File: src/rtl/pgf_pkg.sv
package pgf_pkg;

	localparam int INTEG_W    = 48;
	localparam int QUARTER_W  = 8;
	localparam int BEAM_W     = 8;
	localparam int SEQ_W      = INTEG_W + QUARTER_W;
	localparam int PPC_W      = 16;
	localparam int CFG_DATA_W = 16;
	localparam int CFG_IDX_W  = 1;

	localparam int MAX_FILL    = 63;
	localparam int FILL_W      = $clog2(MAX_FILL + 1);
	localparam int QUEUE_DEPTH = 2;

	localparam logic [QUARTER_W-1:0] QPS_RESET = 8'd4;
	localparam logic [PPC_W-1:0]     PPC_RESET = 16'd128;
	localparam logic [1:0]           STARTUP_RESET = 2'd3;

	localparam logic [CFG_IDX_W-1:0] CFG_QPS = 1'b0;
	localparam logic [CFG_IDX_W-1:0] CFG_PPC = 1'b1;

	typedef struct packed {
		logic [INTEG_W-1:0]   integration_count;
		logic [QUARTER_W-1:0] spectral_quarter;
		logic [BEAM_W-1:0]    beam_number;
	} in_req_t;

	typedef struct packed {
		logic                 is_fill;
		logic [INTEG_W-1:0]   out_integration;
		logic [QUARTER_W-1:0] out_quarter;
		logic [BEAM_W-1:0]    out_beam;
		logic                 gap_clipped;
		logic                 out_of_order;
		logic                 end_of_chunk;
		logic                 last_of_run;
	} out_req_t;

	typedef struct packed {
		logic                 drop;
		logic [FILL_W-1:0]    fills;
		logic                 clip;
		logic                 ooo;
		logic [INTEG_W-1:0]   integ;
		logic [QUARTER_W-1:0] quarter;
		logic [BEAM_W-1:0]    beam;
	} cmd_t;

endpackage

File: src/rtl/packet_gap_filler_top.sv
// Packet gap filler. Decoded packet headers arrive as requests on the in_* channel
// (valid/ready) and leave as headers on the out_* channel (valid/ready). Each accepted
// request yields zero results during start-up, or up to 63 fill headers followed by
// the real header, which carries last_of_run. Registers are written through cfg_we,
// cfg_index and cfg_data: index 0 sets quarters_per_spectrum, index 1 sets
// packets_per_chunk. Write them only while the block is idle.
// The front side takes no new request until it has pushed the last one: it holds a header
// through its multiply, subtract and classify steps. A result passes through those steps,
// the queue and the output register. The back side emits one header per cycle while the
// receiver is ready; before the fills of a request, a bit-serial remainder step reduces
// the previous quarter when it lies at or beyond quarters_per_spectrum.
// A two-entry queue separates the sides. The output register holds a header while the
// receiver stalls; that stops the back side, and the front side once the queue fills.
// Reset restarts start-up, clears the sequence history and the chunk position, and
// restores the registers to 4 quarters per spectrum and 128 packets per chunk.
module packet_gap_filler_top #(
	parameter int QDEPTH = pgf_pkg::QUEUE_DEPTH
) (
	input  logic                              clk,
	input  logic                              arst_n,
	input  logic                              in_valid,
	output logic                              in_ready,
	input  pgf_pkg::in_req_t                  in_data,
	output logic                              out_valid,
	input  logic                              out_ready,
	output pgf_pkg::out_req_t                 out_data,
	input  logic                              cfg_we,
	input  logic [pgf_pkg::CFG_IDX_W-1:0]     cfg_index,
	input  logic [pgf_pkg::CFG_DATA_W-1:0]    cfg_data
);

	logic [pgf_pkg::QUARTER_W-1:0] qps_q;
	logic [pgf_pkg::PPC_W-1:0]     ppc_q;
	logic [pgf_pkg::QUARTER_W-1:0] qps_eff;

	logic          push;
	pgf_pkg::cmd_t push_cmd;
	logic          q_full;
	logic          pop;
	pgf_pkg::cmd_t head;
	logic          q_empty;

	// A zero quarter count behaves as one.
	assign qps_eff = (qps_q == '0) ? pgf_pkg::QUARTER_W'(1) : qps_q;

	always_ff @(posedge clk or negedge arst_n) begin
		if (!arst_n) begin
			qps_q <= pgf_pkg::QPS_RESET;
			ppc_q <= pgf_pkg::PPC_RESET;
		end else if (cfg_we) begin
			case (cfg_index)
				pgf_pkg::CFG_QPS: qps_q <= cfg_data[pgf_pkg::QUARTER_W-1:0];
				pgf_pkg::CFG_PPC: ppc_q <= cfg_data[pgf_pkg::PPC_W-1:0];
				default: ;
			endcase
		end
	end

	pgf_front u_front (
		.clk      (clk),
		.arst_n   (arst_n),
		.qps      (qps_eff),
		.in_valid (in_valid),
		.in_ready (in_ready),
		.in_data  (in_data),
		.push     (push),
		.push_cmd (push_cmd),
		.q_full   (q_full)
	);

	pgf_queue #(
		.DEPTH (QDEPTH)
	) u_queue (
		.clk      (clk),
		.arst_n   (arst_n),
		.push     (push),
		.push_cmd (push_cmd),
		.full     (q_full),
		.pop      (pop),
		.head     (head),
		.empty    (q_empty)
	);

	pgf_back u_back (
		.clk       (clk),
		.arst_n    (arst_n),
		.qps       (qps_eff),
		.ppc       (ppc_q),
		.empty     (q_empty),
		.head      (head),
		.pop       (pop),
		.out_valid (out_valid),
		.out_ready (out_ready),
		.out_data  (out_data)
	);

endmodule

File: src/rtl/pgf_front.sv
module pgf_front (
	input  logic                           clk,
	input  logic                           arst_n,
	input  logic [pgf_pkg::QUARTER_W-1:0]  qps,
	input  logic                           in_valid,
	output logic                           in_ready,
	input  pgf_pkg::in_req_t               in_data,
	output logic                           push,
	output pgf_pkg::cmd_t                  push_cmd,
	input  logic                           q_full
);

	typedef enum logic [1:0] {F_IDLE, F_MUL, F_SUB, F_PUSH} state_t;

	state_t                      state_q;
	pgf_pkg::in_req_t            hdr_q;
	logic [pgf_pkg::SEQ_W-1:0]   seq_q;
	logic [pgf_pkg::SEQ_W-1:0]   last_seq_q;
	logic [pgf_pkg::SEQ_W:0]     diff_q;
	logic [1:0]                  phase_q;

	logic       startup;
	logic [1:0] phase_dec;
	logic       ooo;
	logic       clip;

	assign in_ready  = (state_q == F_IDLE);
	assign startup   = (phase_q > 2'd1);
	assign phase_dec = (startup && hdr_q.spectral_quarter == '0) ? phase_q - 2'd1 : phase_q;
	assign ooo       = !startup && (diff_q[pgf_pkg::SEQ_W] || diff_q == '0);
	assign clip      = !startup && !ooo &&
		(diff_q > (pgf_pkg::SEQ_W + 1)'(pgf_pkg::MAX_FILL + 1));

	always_comb begin
		push_cmd.drop    = startup && (phase_dec > 2'd1);
		push_cmd.clip    = clip;
		push_cmd.ooo     = ooo;
		push_cmd.integ   = hdr_q.integration_count;
		push_cmd.quarter = hdr_q.spectral_quarter;
		push_cmd.beam    = hdr_q.beam_number;
		if (startup || ooo) begin
			push_cmd.fills = '0;
		end else if (clip) begin
			push_cmd.fills = pgf_pkg::FILL_W'(pgf_pkg::MAX_FILL);
		end else begin
			push_cmd.fills = diff_q[pgf_pkg::FILL_W-1:0] - 1'b1;
		end
	end

	assign push = (state_q == F_PUSH) && !q_full;

	always_ff @(posedge clk or negedge arst_n) begin
		if (!arst_n) begin
			state_q    <= F_IDLE;
			hdr_q      <= '0;
			seq_q      <= '0;
			diff_q     <= '0;
			last_seq_q <= '0;
			phase_q    <= pgf_pkg::STARTUP_RESET;
		end else begin
			case (state_q)
				F_IDLE: begin
					if (in_valid) begin
						hdr_q   <= in_data;
						state_q <= F_MUL;
					end
				end
				F_MUL: begin
					seq_q <= pgf_pkg::SEQ_W'(hdr_q.integration_count) * pgf_pkg::SEQ_W'(qps)
						+ pgf_pkg::SEQ_W'(hdr_q.spectral_quarter);
					state_q <= F_SUB;
				end
				F_SUB: begin
					diff_q  <= {1'b0, seq_q} - {1'b0, last_seq_q};
					state_q <= F_PUSH;
				end
				F_PUSH: begin
					if (!q_full) begin
						if (startup) begin
							phase_q <= (phase_dec > 2'd1) ? phase_dec : 2'd0;
						end
						if (!push_cmd.drop) begin
							last_seq_q <= seq_q;
						end
						state_q <= F_IDLE;
					end
				end
				default: state_q <= F_IDLE;
			endcase
		end
	end

endmodule

File: src/rtl/pgf_queue.sv
module pgf_queue #(
	parameter int DEPTH = pgf_pkg::QUEUE_DEPTH
) (
	input  logic          clk,
	input  logic          arst_n,
	input  logic          push,
	input  pgf_pkg::cmd_t push_cmd,
	output logic          full,
	input  logic          pop,
	output pgf_pkg::cmd_t head,
	output logic          empty
);

	localparam int CNT_W = $clog2(DEPTH + 1);

	pgf_pkg::cmd_t    mem_q [DEPTH];
	logic [CNT_W-1:0] count_q;
	logic [CNT_W-1:0] wr_idx;

	assign full   = (count_q == CNT_W'(DEPTH));
	assign empty  = (count_q == '0);
	assign head   = mem_q[0];
	assign wr_idx = pop ? count_q - 1'b1 : count_q;

	// Entries shift toward the head on a pop, so the oldest request always sits in entry 0.
	always_ff @(posedge clk) begin
		for (int i = 0; i < DEPTH; i++) begin
			if (push && wr_idx == CNT_W'(i)) begin
				mem_q[i] <= push_cmd;
			end else if (pop && i < DEPTH - 1) begin
				mem_q[i] <= mem_q[(i < DEPTH - 1) ? i + 1 : i];
			end
		end
	end

	always_ff @(posedge clk or negedge arst_n) begin
		if (!arst_n) begin
			count_q <= '0;
		end else begin
			if (push && !pop) begin
				count_q <= count_q + 1'b1;
			end else if (pop && !push) begin
				count_q <= count_q - 1'b1;
			end
		end
	end

endmodule

File: src/rtl/pgf_back.sv
module pgf_back (
	input  logic                           clk,
	input  logic                           arst_n,
	input  logic [pgf_pkg::QUARTER_W-1:0]  qps,
	input  logic [pgf_pkg::PPC_W-1:0]      ppc,
	input  logic                           empty,
	input  pgf_pkg::cmd_t                  head,
	output logic                           pop,
	output logic                           out_valid,
	input  logic                           out_ready,
	output pgf_pkg::out_req_t              out_data
);

	typedef enum logic [1:0] {B_IDLE, B_MOD, B_FILL, B_REAL} state_t;

	localparam int STEP_W = $clog2(pgf_pkg::QUARTER_W);
	localparam logic [STEP_W-1:0] STEP_LAST = STEP_W'(pgf_pkg::QUARTER_W - 1);

	state_t                          state_q;
	pgf_pkg::cmd_t                   cmd_q;
	logic [pgf_pkg::FILL_W-1:0]      fill_cnt_q;
	logic [pgf_pkg::QUARTER_W-1:0]   lq_q;
	logic [pgf_pkg::INTEG_W-1:0]     li_q;
	logic [pgf_pkg::PPC_W-1:0]       pos_q;
	logic [pgf_pkg::QUARTER_W-1:0]   rem_q;
	logic [pgf_pkg::QUARTER_W-1:0]   dvd_q;
	logic [STEP_W-1:0]               step_q;
	logic                            out_valid_q;
	pgf_pkg::out_req_t               out_q;

	logic                            slot;
	logic                            emit;
	logic [pgf_pkg::QUARTER_W:0]     nq_inc;
	logic [pgf_pkg::QUARTER_W-1:0]   nq;
	logic [pgf_pkg::INTEG_W-1:0]     fi;
	logic [pgf_pkg::PPC_W-1:0]       limit;
	logic                            chunk_end;
	logic [pgf_pkg::PPC_W-1:0]       pos_next;
	logic [pgf_pkg::QUARTER_W:0]     trial;
	logic [pgf_pkg::QUARTER_W:0]     trial_sub;
	logic [pgf_pkg::QUARTER_W-1:0]   rem_next;

	assign slot      = !out_valid_q || out_ready;
	assign emit      = slot && (state_q == B_FILL || state_q == B_REAL);
	assign nq_inc    = {1'b0, lq_q} + 1'b1;
	assign nq        = (nq_inc == {1'b0, qps}) ? '0 : nq_inc[pgf_pkg::QUARTER_W-1:0];
	assign fi        = (nq == '0) ? li_q + 1'b1 : li_q;
	assign limit     = ppc - 1'b1;
	assign chunk_end = (pos_q >= limit);
	assign pos_next  = chunk_end ? '0 : pos_q + 1'b1;

	// One restoring-division step reduces a stored quarter that lies at or beyond the quarter register.
	assign trial     = {rem_q, dvd_q[pgf_pkg::QUARTER_W-1]};
	assign trial_sub = trial - {1'b0, qps};
	assign rem_next  = (trial >= {1'b0, qps}) ? trial_sub[pgf_pkg::QUARTER_W-1:0]
		: trial[pgf_pkg::QUARTER_W-1:0];

	assign pop       = (state_q == B_IDLE) && !empty;
	assign out_valid = out_valid_q;
	assign out_data  = out_q;

	always_ff @(posedge clk or negedge arst_n) begin
		if (!arst_n) begin
			state_q     <= B_IDLE;
			cmd_q       <= '0;
			fill_cnt_q  <= '0;
			lq_q        <= '0;
			li_q        <= '0;
			pos_q       <= '0;
			rem_q       <= '0;
			dvd_q       <= '0;
			step_q      <= '0;
			out_valid_q <= 1'b0;
			out_q       <= '0;
		end else begin
			if (emit) begin
				out_valid_q <= 1'b1;
			end else if (out_ready) begin
				out_valid_q <= 1'b0;
			end
			case (state_q)
				B_IDLE: begin
					if (!empty) begin
						if (head.drop) begin
							lq_q <= head.quarter;
							li_q <= head.integ;
						end else begin
							cmd_q      <= head;
							fill_cnt_q <= head.fills;
							if (head.fills == '0) begin
								state_q <= B_REAL;
							end else if (lq_q >= qps) begin
								rem_q   <= '0;
								dvd_q   <= lq_q;
								step_q  <= '0;
								state_q <= B_MOD;
							end else begin
								state_q <= B_FILL;
							end
						end
					end
				end
				B_MOD: begin
					rem_q  <= rem_next;
					dvd_q  <= dvd_q << 1;
					step_q <= step_q + 1'b1;
					if (step_q == STEP_LAST) begin
						lq_q    <= rem_next;
						state_q <= B_FILL;
					end
				end
				B_FILL: begin
					if (slot) begin
						out_q.is_fill         <= 1'b1;
						out_q.out_integration <= fi;
						out_q.out_quarter     <= nq;
						out_q.out_beam        <= cmd_q.beam;
						out_q.gap_clipped     <= 1'b0;
						out_q.out_of_order    <= 1'b0;
						out_q.end_of_chunk    <= chunk_end;
						out_q.last_of_run     <= 1'b0;
						pos_q                 <= pos_next;
						lq_q                  <= nq;
						li_q                  <= fi;
						fill_cnt_q            <= fill_cnt_q - 1'b1;
						if (fill_cnt_q == pgf_pkg::FILL_W'(1)) begin
							state_q <= B_REAL;
						end
					end
				end
				B_REAL: begin
					if (slot) begin
						out_q.is_fill         <= 1'b0;
						out_q.out_integration <= cmd_q.integ;
						out_q.out_quarter     <= cmd_q.quarter;
						out_q.out_beam        <= cmd_q.beam;
						out_q.gap_clipped     <= cmd_q.clip;
						out_q.out_of_order    <= cmd_q.ooo;
						out_q.end_of_chunk    <= chunk_end;
						out_q.last_of_run     <= 1'b1;
						pos_q                 <= pos_next;
						lq_q                  <= cmd_q.quarter;
						li_q                  <= cmd_q.integ;
						state_q               <= B_IDLE;
					end
				end
				default: state_q <= B_IDLE;
			endcase
		end
	end

endmodule

File: config.mk
export PLATFORM = sky130hd
export DESIGN_NAME = packet_gap_filler_top
export DESIGN_NICKNAME = d
export VERILOG_FILES = /design/src/rtl/pgf_pkg.sv /design/src/rtl/packet_gap_filler_top.sv /design/src/rtl/pgf_front.sv /design/src/rtl/pgf_queue.sv /design/src/rtl/pgf_back.sv
export SDC_FILE = /design/constraint.sdc
export NUM_CORES = 2
export LEC_CHECK = 0
export BUFFER_PORTS_ARGS = -buffer_cell sky130_fd_sc_hd__buf_2
export CAP_MARGIN = 20
export CELL_PAD_IN_SITES_DETAIL_PLACEMENT = 1
export CELL_PAD_IN_SITES_GLOBAL_PLACEMENT = 1
export CORE_MARGIN = 5
export CORE_UTILIZATION = 35
export CTS_CLUSTER_SIZE = 24
export DETAILED_ROUTE_END_ITERATION = 6
export MAX_ROUTING_LAYER = met4
export PLACE_DENSITY = 0.72
export RECOVER_POWER = 50
export SYNTH_ARGS = -nofsm -noshare
export SYNTH_HDL_FRONTEND = slang
export SYNTH_HIERARCHICAL = 1
export SYNTH_SLANG_ARGS = --single-unit
File: constraint.sdc
create_clock -name clk -period 5.4 [get_ports clk]
set_clock_uncertainty 0.1 [all_clocks]
set_input_delay 1.08 -clock clk [delete_from_list [all_inputs] [get_ports clk]]
set_output_delay 1.08 -clock clk [all_outputs]
set_load 0.05 [all_outputs]
# Yosys cells after proc, flatten, opt, wreduce, memory -nomap -nowiden
# Memories as Yosys holds them, arrays and structs flattened.
# Index checks and enable logic that the tools add are counted.
dict set report classes {
  addsub 13
  mul 1
  order_cmp 6
  eq_ne 22
  n_mux 70
  bitwise 6
  n_reduce_logical 54
}
# op n
set ops {}
lappend ops {{48-bit two-way mux} 5}
lappend ops {{73-bit two-way mux} 2}
lappend ops {{48-bit case mux with 3 select lines} 1}
lappend ops {{69-bit two-way mux} 2}
lappend ops {{69-bit case mux with 2 select lines} 1}
lappend ops {{8-bit two-way mux} 16}
lappend ops {{73-bit OR reduction} 1}
lappend ops {{57-bit by 7-bit > comparator with 1-bit output (second input constant)} 1}
lappend ops {{57-bit logical NOT} 1}
lappend ops {{56-bit by 56-bit subtractor with 57-bit output} 1}
lappend ops {{56-bit by 8-bit adder with 56-bit output} 1}
lappend ops {{48-bit by 8-bit multiplier with 56-bit output} 1}
lappend ops {{48-bit by 1-bit adder with 48-bit output (second input constant)} 1}
lappend ops {{8-bit case mux with 2 select lines} 2}
lappend ops {{8-bit case mux with 4 select lines} 1}
lappend ops {{2-bit two-way mux} 15}
lappend ops {{6-bit two-way mux} 5}
lappend ops {{8-bit logical NOT} 3}
lappend ops {{16-bit by 1-bit adder with 16-bit output (second input constant)} 1}
lappend ops {{16-bit >= comparator} 1}
lappend ops {{16-bit two-way mux} 1}
lappend ops {{2-bit inequality test (second input constant)} 8}
lappend ops {{2-bit case mux with 4 select lines} 2}
lappend ops {{16-bit by 1-bit subtractor with 16-bit output (second input constant)} 1}
lappend ops {{other kinds (34)} 98}
dict set report word_totals {
  reg_bits 498
  mem_bits_rw 146
  inputBits 86
  output_inout_bits 71
  wordCells 206
  memories 1
}
# memory words word_bits rd rd_clocked_by_memory_dff write_ports line_no
set mem_list {}
lappend mem_list {u_queue.mem_q 2 73 2 0 1 pgf_queue.sv:16} ;# pgf_pkg::cmd_t mem_q [DEPTH];

# Depth between registers and ports, before layout
dict set report depth {
  ltp_word 10
  mapped_depth 24
  mapped_depth_nobuf 21
}

# Hierarchy
# Netlist, hierarchy kept.
# mod n_inst cells_each area_each_um2 seq_area_each_um2
set modules_own_cells {}
lappend modules_own_cells {pgf_front 1 2804 25896.1 5933.2}
lappend modules_own_cells {pgf_back 1 1538 14197.4 5880.6}
lappend modules_own_cells {pgf_queue 1 577 7468.4 4434.3}
lappend modules_own_cells {packet_gap_filler_top 1 62 1034.7 603.1}

# Worst setup path after synthesis
# OpenSTA, ideal clock, no wires.
dict set report synth_path {
  kind {flip-flop to flip-flop}
  start {register qps_q[7] in the netlist's numbering}
  end {register u_front/seq_q[39] in the netlist's numbering}
  setup_time_ps 125
  arrival_ps 5539
  t_required_ps 5175
  setup_slack_ps -364
  stages_incl_launch_ff 22
  path_buffers 2
  period_less_slack_ps 5764
  path_cell_list {dfrtp_1 -> nor4_1 -> a21o_1 -> clkbuf_1 -> clkbuf_1 -> nand2_1 -> fa_1 -> inv_1 -> fa_1 -> ha_1 -> inv_1 -> fa_1 -> fa_1 -> and2b_1 -> o211ai_1 -> a211o_1 -> a21oi_1 -> a41oi_2 -> o41ai_2 -> a211oi_1 -> xnor2_1 -> mux2_2}
}
dict set report synth_via {
  elab_chain_len 4
}
# item line_no
set synth_rtl {}
lappend synth_rtl {{from (decl)} packet_gap_filler_top.sv:32} ;# logic [pgf_pkg::QUARTER_W-1:0] qps_q;
lappend synth_rtl {{from (signal assigned)} packet_gap_filler_top.sv:48} ;# qps_q <= pgf_pkg::QPS_RESET;
lappend synth_rtl {{from (signal assigned)} packet_gap_filler_top.sv:52} ;# pgf_pkg::CFG_QPS: qps_q <= cfg_data[pgf_pkg::QUARTER_W-1:0];
lappend synth_rtl {{8-bit logical NOT} packet_gap_filler_top.sv:44} ;# assign qps_eff = (qps_q == '0) ? pgf_pkg::QUARTER_W'(1) : qps_q;
lappend synth_rtl {{8-bit two-way mux} packet_gap_filler_top.sv:44}
lappend synth_rtl {{named net qps_eff (one bit)} packet_gap_filler_top.sv:34} ;# logic [pgf_pkg::QUARTER_W-1:0] qps_eff;
lappend synth_rtl {{48-bit by 8-bit multiplier with 56-bit output} pgf_front.sv:69} ;# seq_q <= pgf_pkg::SEQ_W'(hdr_q.integration_count) * pgf_pkg::SEQ_W'(qps)
lappend synth_rtl {{56-bit by 8-bit adder with 56-bit output} pgf_front.sv:70} ;# + pgf_pkg::SEQ_W'(hdr_q.spectral_quarter);
lappend synth_rtl {{to (signal assigned)} pgf_front.sv:69}
lappend synth_rtl {{to (decl)} pgf_front.sv:17} ;# logic [pgf_pkg::SEQ_W-1:0] seq_q;
# The timed path passes the listed nets, and every way through them passes these cells.
# A chain may end at the register's enable or synchronous reset.

# Worst setup path in the final report
dict set report layout_path {
  start {register qps_q[2] in the netlist's numbering}
  end {register u_front/seq_q[50] in the netlist's numbering}
}
# Same word-level chain as after synthesis.

==> results.py <==
metrics = {
    "clock_network": {
        "cts_tree": "done",
        "cts_buffer_depth": 3,
        "ctsHtreeMaxLevel": 3,
        "worst_skew_pair.late_latency_ns": 0.71,
        "clockRootBuffer": "sky130_fd_sc_hd__clkbuf_16",
        "numCtsBuffers": 81,
        "path_clk_slew_ns": 0.06,
        "tritoncts_num_sinks": 644,
    },
    "layout": {
        "syn_to_final_growth_pct": 16.8,
        "layout-drive-gt1-share_pct": 21.9,
        "layout_nets": 5809,
        "postLayoutCellArea_um2": 56700,
        "multiInputGateArea_um2": 29300,
        "num-fill-cells": 15400,
        "ff_latch_area_um2": 16900,
    },
    "worst_setup_path": {
        "required_time_of_the_critical_path_ns": 5.93,
        "worst-endpoint-arrival_ns": 6.30,
        "reg2reg_setup_slack_ns": -0.36,
        "rr_worst_depth": 23,
        "path_class": "reg2reg",
        "cp-end-kind": "register",
        "worstPathMaxFanout": 12,
        "startpoint_type": "register",
        "critical_r2r_launch": "qps_q[2]",
        "critical_path.reg2reg.endpoint": "u_front/seq_q[50]",
    },
    "grt": {
        "antenna_violations_before_repair": 10,
        "grt_pass1_vias": 41400,
        "grt_max_degree": 104,
        "grt_first_pass_wirelength_um": 242000,
        "gr_overflow_total": 0,
        "grt_use_total_pct": 21.3,
    },
    "placement": {
        "place_hpwl_um": 112000,
        "port_buffers": 156,
        "final_weighted_congestion_in_routability_driven_placement": 0.887,
        "place_ws_ns": -0.608,
        "placed_cell_area_um2": 52600,
    },
    "floorplan": {
        "fp.dieArea_um2": 146000,
        "cell_row_count": 136,
        "top_ports": 157,
        "floorplan_die_height_um": 383,
        "core-area_um2": 138000,
        "initial_core_util_pct": 35.3,
        "die-width_um": 383,
    },
    "route": {
        "detail_route.wirelength_um": 156000,
        "via_count": 38600,
        "route.detailed.vias_per_inst": 5.45,
        "drt_pre_antenna_iters": 7,
        "detail_route.wl_per_cell_um": 22.0,
        "antenna_left": 0,
        "post-route-drc-count": 0,
        "dr.first_iter.drc_count": 2304,
    },
    "timing": {
        "final_min_period_over_clock_period_pct": 107,
        "report.final.hold_viol_count": 0,
        "tightest_slew_ns": 4.73,
        "timing.hold.ws_ns": 0.372,
        "grt_setup_unrepaired": "true",
        "setup_tns_ns": -6.67,
        "timing.max_slew.rel_slack_pct": -215,
        "layout_setup_ws_ns": -0.364,
        "setup_viol_count_final": 33,
        "drv_slew": 282,
        "period_needed_ns": 5.76,
        "clock.fmax_ghz": 0.173,
    },
    "yosys": {
        "syn_area_per_cell_um2": 9.76,
        "syn_nets": 5578,
        "synthDistinctLibCells": 111,
        "yosys-top-cells-area": "sky130_fd_sc_hd__dfrtp_1 (25%), sky130_fd_sc_hd__fa_1 (12%), sky130_fd_sc_hd__edfxtp_1 (9.0%)",
        "post-synth-top-count-cell": "sky130_fd_sc_hd__inv_1",
        "post_synth_most_frequent_cells": "sky130_fd_sc_hd__inv_1 (504), sky130_fd_sc_hd__dfrtp_1 (494), sky130_fd_sc_hd__nand2_1 (434)",
        "area_of_the_mapped_netlist_um2": 48600,
        "yosys.area.top_type_share_pct": 25.4,
        "yosysTopAreaCell": "sky130_fd_sc_hd__dfrtp_1",
        "synthFlopType": "sky130_fd_sc_hd__dfrtp_1",
        "syn-instance-count": 4981,
        "synthArstFlopShare_pct": 77.3,
        "synth.yosys.seq_area_share_pct": 34.7,
        "synth_enable_flop_cells": 146,
        "synthesis_stage_register_bit_count": 644,
        "yosys_warnings": 6,
    },
    "status": {
        "failing_checks": "capacitance limit, slew limit, setup timing",
        "outcome": "finished, violations left",
    },
    "min_path": {
        "worst_hold_path.num_cells": 2,
        "hold_path_startpoint": "u_back/cmd_q[7]",
        "endpoint_with_the_worst_hold_slack": "u_back/out_data[11]",
        "worstHoldPathType": "reg2reg",
    },
    "job": {
        "cap_violations": 5,
    },
}
-- cell type report --
type,instances,share of cell area [%]
Multi-Input combinational cell,3461,51.6
Timing Repair Buffer,516,6.33
Clock buffer,115,4.17
Inverter,508,3.36
Sequential cell,644,29.7
Antenna cell,4,0.0176
Tap cell,1794,3.96
Clock inverter,35,0.884
-- per-stage QoR --
step / instances / utilization (%)
3_5_place_dp: 6891 / 38.2
5_1_grt: 7074 / 41.2
3_3_place_gp: 6890 / 38.2
6_report: 7077 / 41.2
2_1_floorplan: 4981 / -
4_1_cts: 7049 / 40.6
-- placed cells by master (no fill, tap or decap), types with 25 or more instances in the layout --
cell type / netlist / final
sky130_fd_sc_hd__xnor2_1: 84 / 80
sky130_fd_sc_hd__nor4_1: 41 / 38
sky130_fd_sc_hd__nand2b_1: 103 / 103
sky130_fd_sc_hd__ha_4: 0 / 40
sky130_fd_sc_hd__inv_1: 504 / 476
sky130_fd_sc_hd__nor2_1: 224 / 214
sky130_fd_sc_hd__and2_1: 335 / 331
sky130_fd_sc_hd__o211ai_1: 25 / 25
sky130_fd_sc_hd__buf_2: 52 / 154
sky130_fd_sc_hd__clkbuf_1: 207 / 71
sky130_fd_sc_hd__o21ai_0: 233 / 221
sky130_fd_sc_hd__edfxtp_1: 146 / 146
sky130_fd_sc_hd__nand2_1: 434 / 428
sky130_fd_sc_hd__mux2i_1: 37 / 37
sky130_fd_sc_hd__and3_1: 35 / 34
sky130_fd_sc_hd__a22oi_1: 40 / 40
sky130_fd_sc_hd__dfrtp_1: 494 / 491
sky130_fd_sc_hd__nand4_1: 143 / 143
sky130_fd_sc_hd__mux2_2: 227 / 223
sky130_fd_sc_hd__buf_4: 77 / 265
sky130_fd_sc_hd__o211ai_2: 70 / 70
sky130_fd_sc_hd__nand3_1: 89 / 86
sky130_fd_sc_hd__ha_1: 225 / 181
sky130_fd_sc_hd__clkbuf_16: 0 / 85
sky130_fd_sc_hd__inv_2: 2 / 30
sky130_fd_sc_hd__a21oi_1: 184 / 154
sky130_fd_sc_hd__nor3_1: 65 / 60
sky130_fd_sc_hd__fa_1: 286 / 281
sky130_fd_sc_hd__a21oi_2: 1 / 26
sky130_fd_sc_hd__a21o_1: 68 / 67
sky130_fd_sc_hd__xor2_1: 56 / 54
-- worst max-delay path, stage by stage (launching register included) --
cell and delay, ns:
sky130_fd_sc_hd__dfstp_2 0.57, sky130_fd_sc_hd__nor4_2 0.06, sky130_fd_sc_hd__a21o_2 0.25, sky130_fd_sc_hd__clkbuf_16 0.19, sky130_fd_sc_hd__and2_1 0.15, sky130_fd_sc_hd__ha_1 0.29, sky130_fd_sc_hd__inv_1 0.06, sky130_fd_sc_hd__fa_1 0.52
sky130_fd_sc_hd__inv_1 0.05, sky130_fd_sc_hd__fa_1 0.49, sky130_fd_sc_hd__inv_1 0.06, sky130_fd_sc_hd__fa_1 0.53, sky130_fd_sc_hd__inv_1 0.07, sky130_fd_sc_hd__ha_4 0.27, sky130_fd_sc_hd__and4_4 0.23, sky130_fd_sc_hd__and4_4 0.23
sky130_fd_sc_hd__a22oi_2 0.10, sky130_fd_sc_hd__buf_4 0.18, sky130_fd_sc_hd__a31oi_4 0.17, sky130_fd_sc_hd__a21boi_2 0.11, sky130_fd_sc_hd__o21ai_2 0.23, sky130_fd_sc_hd__a21boi_2 0.10, sky130_fd_sc_hd__or4_4 0.52, sky130_fd_sc_hd__a41oi_2 0.16
-- logic make-up after synthesis --
logic type / synth area share [%]
xor+xnor: 2.62
compound gates: 14.0
fa+ha+maj: 17.6
simple gates: 16.8
flops: 34.7
buf+inv: 7.80
mux: 6.60
-- state kept, by name, summed over array words and instances (netlist names), 16 cells and up --
register	count
ppc_q	16
u_back/cmd_q	66
u_back/li_q	48
u_back/out_data	69
u_back/pos_q	16
u_front/diff_q	57
u_front/last_seq_q	56
u_front/push_cmd	64
u_front/seq_q	56
u_queue/mem_q	146
-- layer usage --
| metal | up-vias | track usage (%) | part of all wire (%) |
|---|---|---|---|
| met3 | 238 | 2.56 | 3.9 |
| met4 | 0 | 6.32 | 3.1 |
| met5 | - | - | 0 |
| met2 | 825 | 35.9 | 50 |
| li1 | 17500 | - | - |
| met1 | 20000 | 26.9 | 43 |
-- how the worst max path moves through the flow --
stage                         to  slack (ns)  startpoint
5_1_grt        u_front/seq_q[41]       -0.51    qps_q[2]
3_5_place_dp   u_front/seq_q[54]       -0.61    qps_q[3]
6_report       u_front/seq_q[50]       -0.36    qps_q[2]
2_1_floorplan  u_front/seq_q[39]       -0.03    qps_q[6]
4_1_cts        u_front/seq_q[54]       -0.31    qps_q[2]
3_3_place_gp   u_front/seq_q[54]       -0.55    qps_q[6]
-- what timing repair did --
action	4_1_cts	5_1_grt
pin swaps	19	120
setup buffers	8	23
setup endpoints to repair	34	38
gates cloned	0	2
hold buffers	0	0
gates resized for setup	74	180
Power is left out: the tool's default activity adds up to more than one toggle a clock period on the data nets, which glitch-free logic cannot reach.
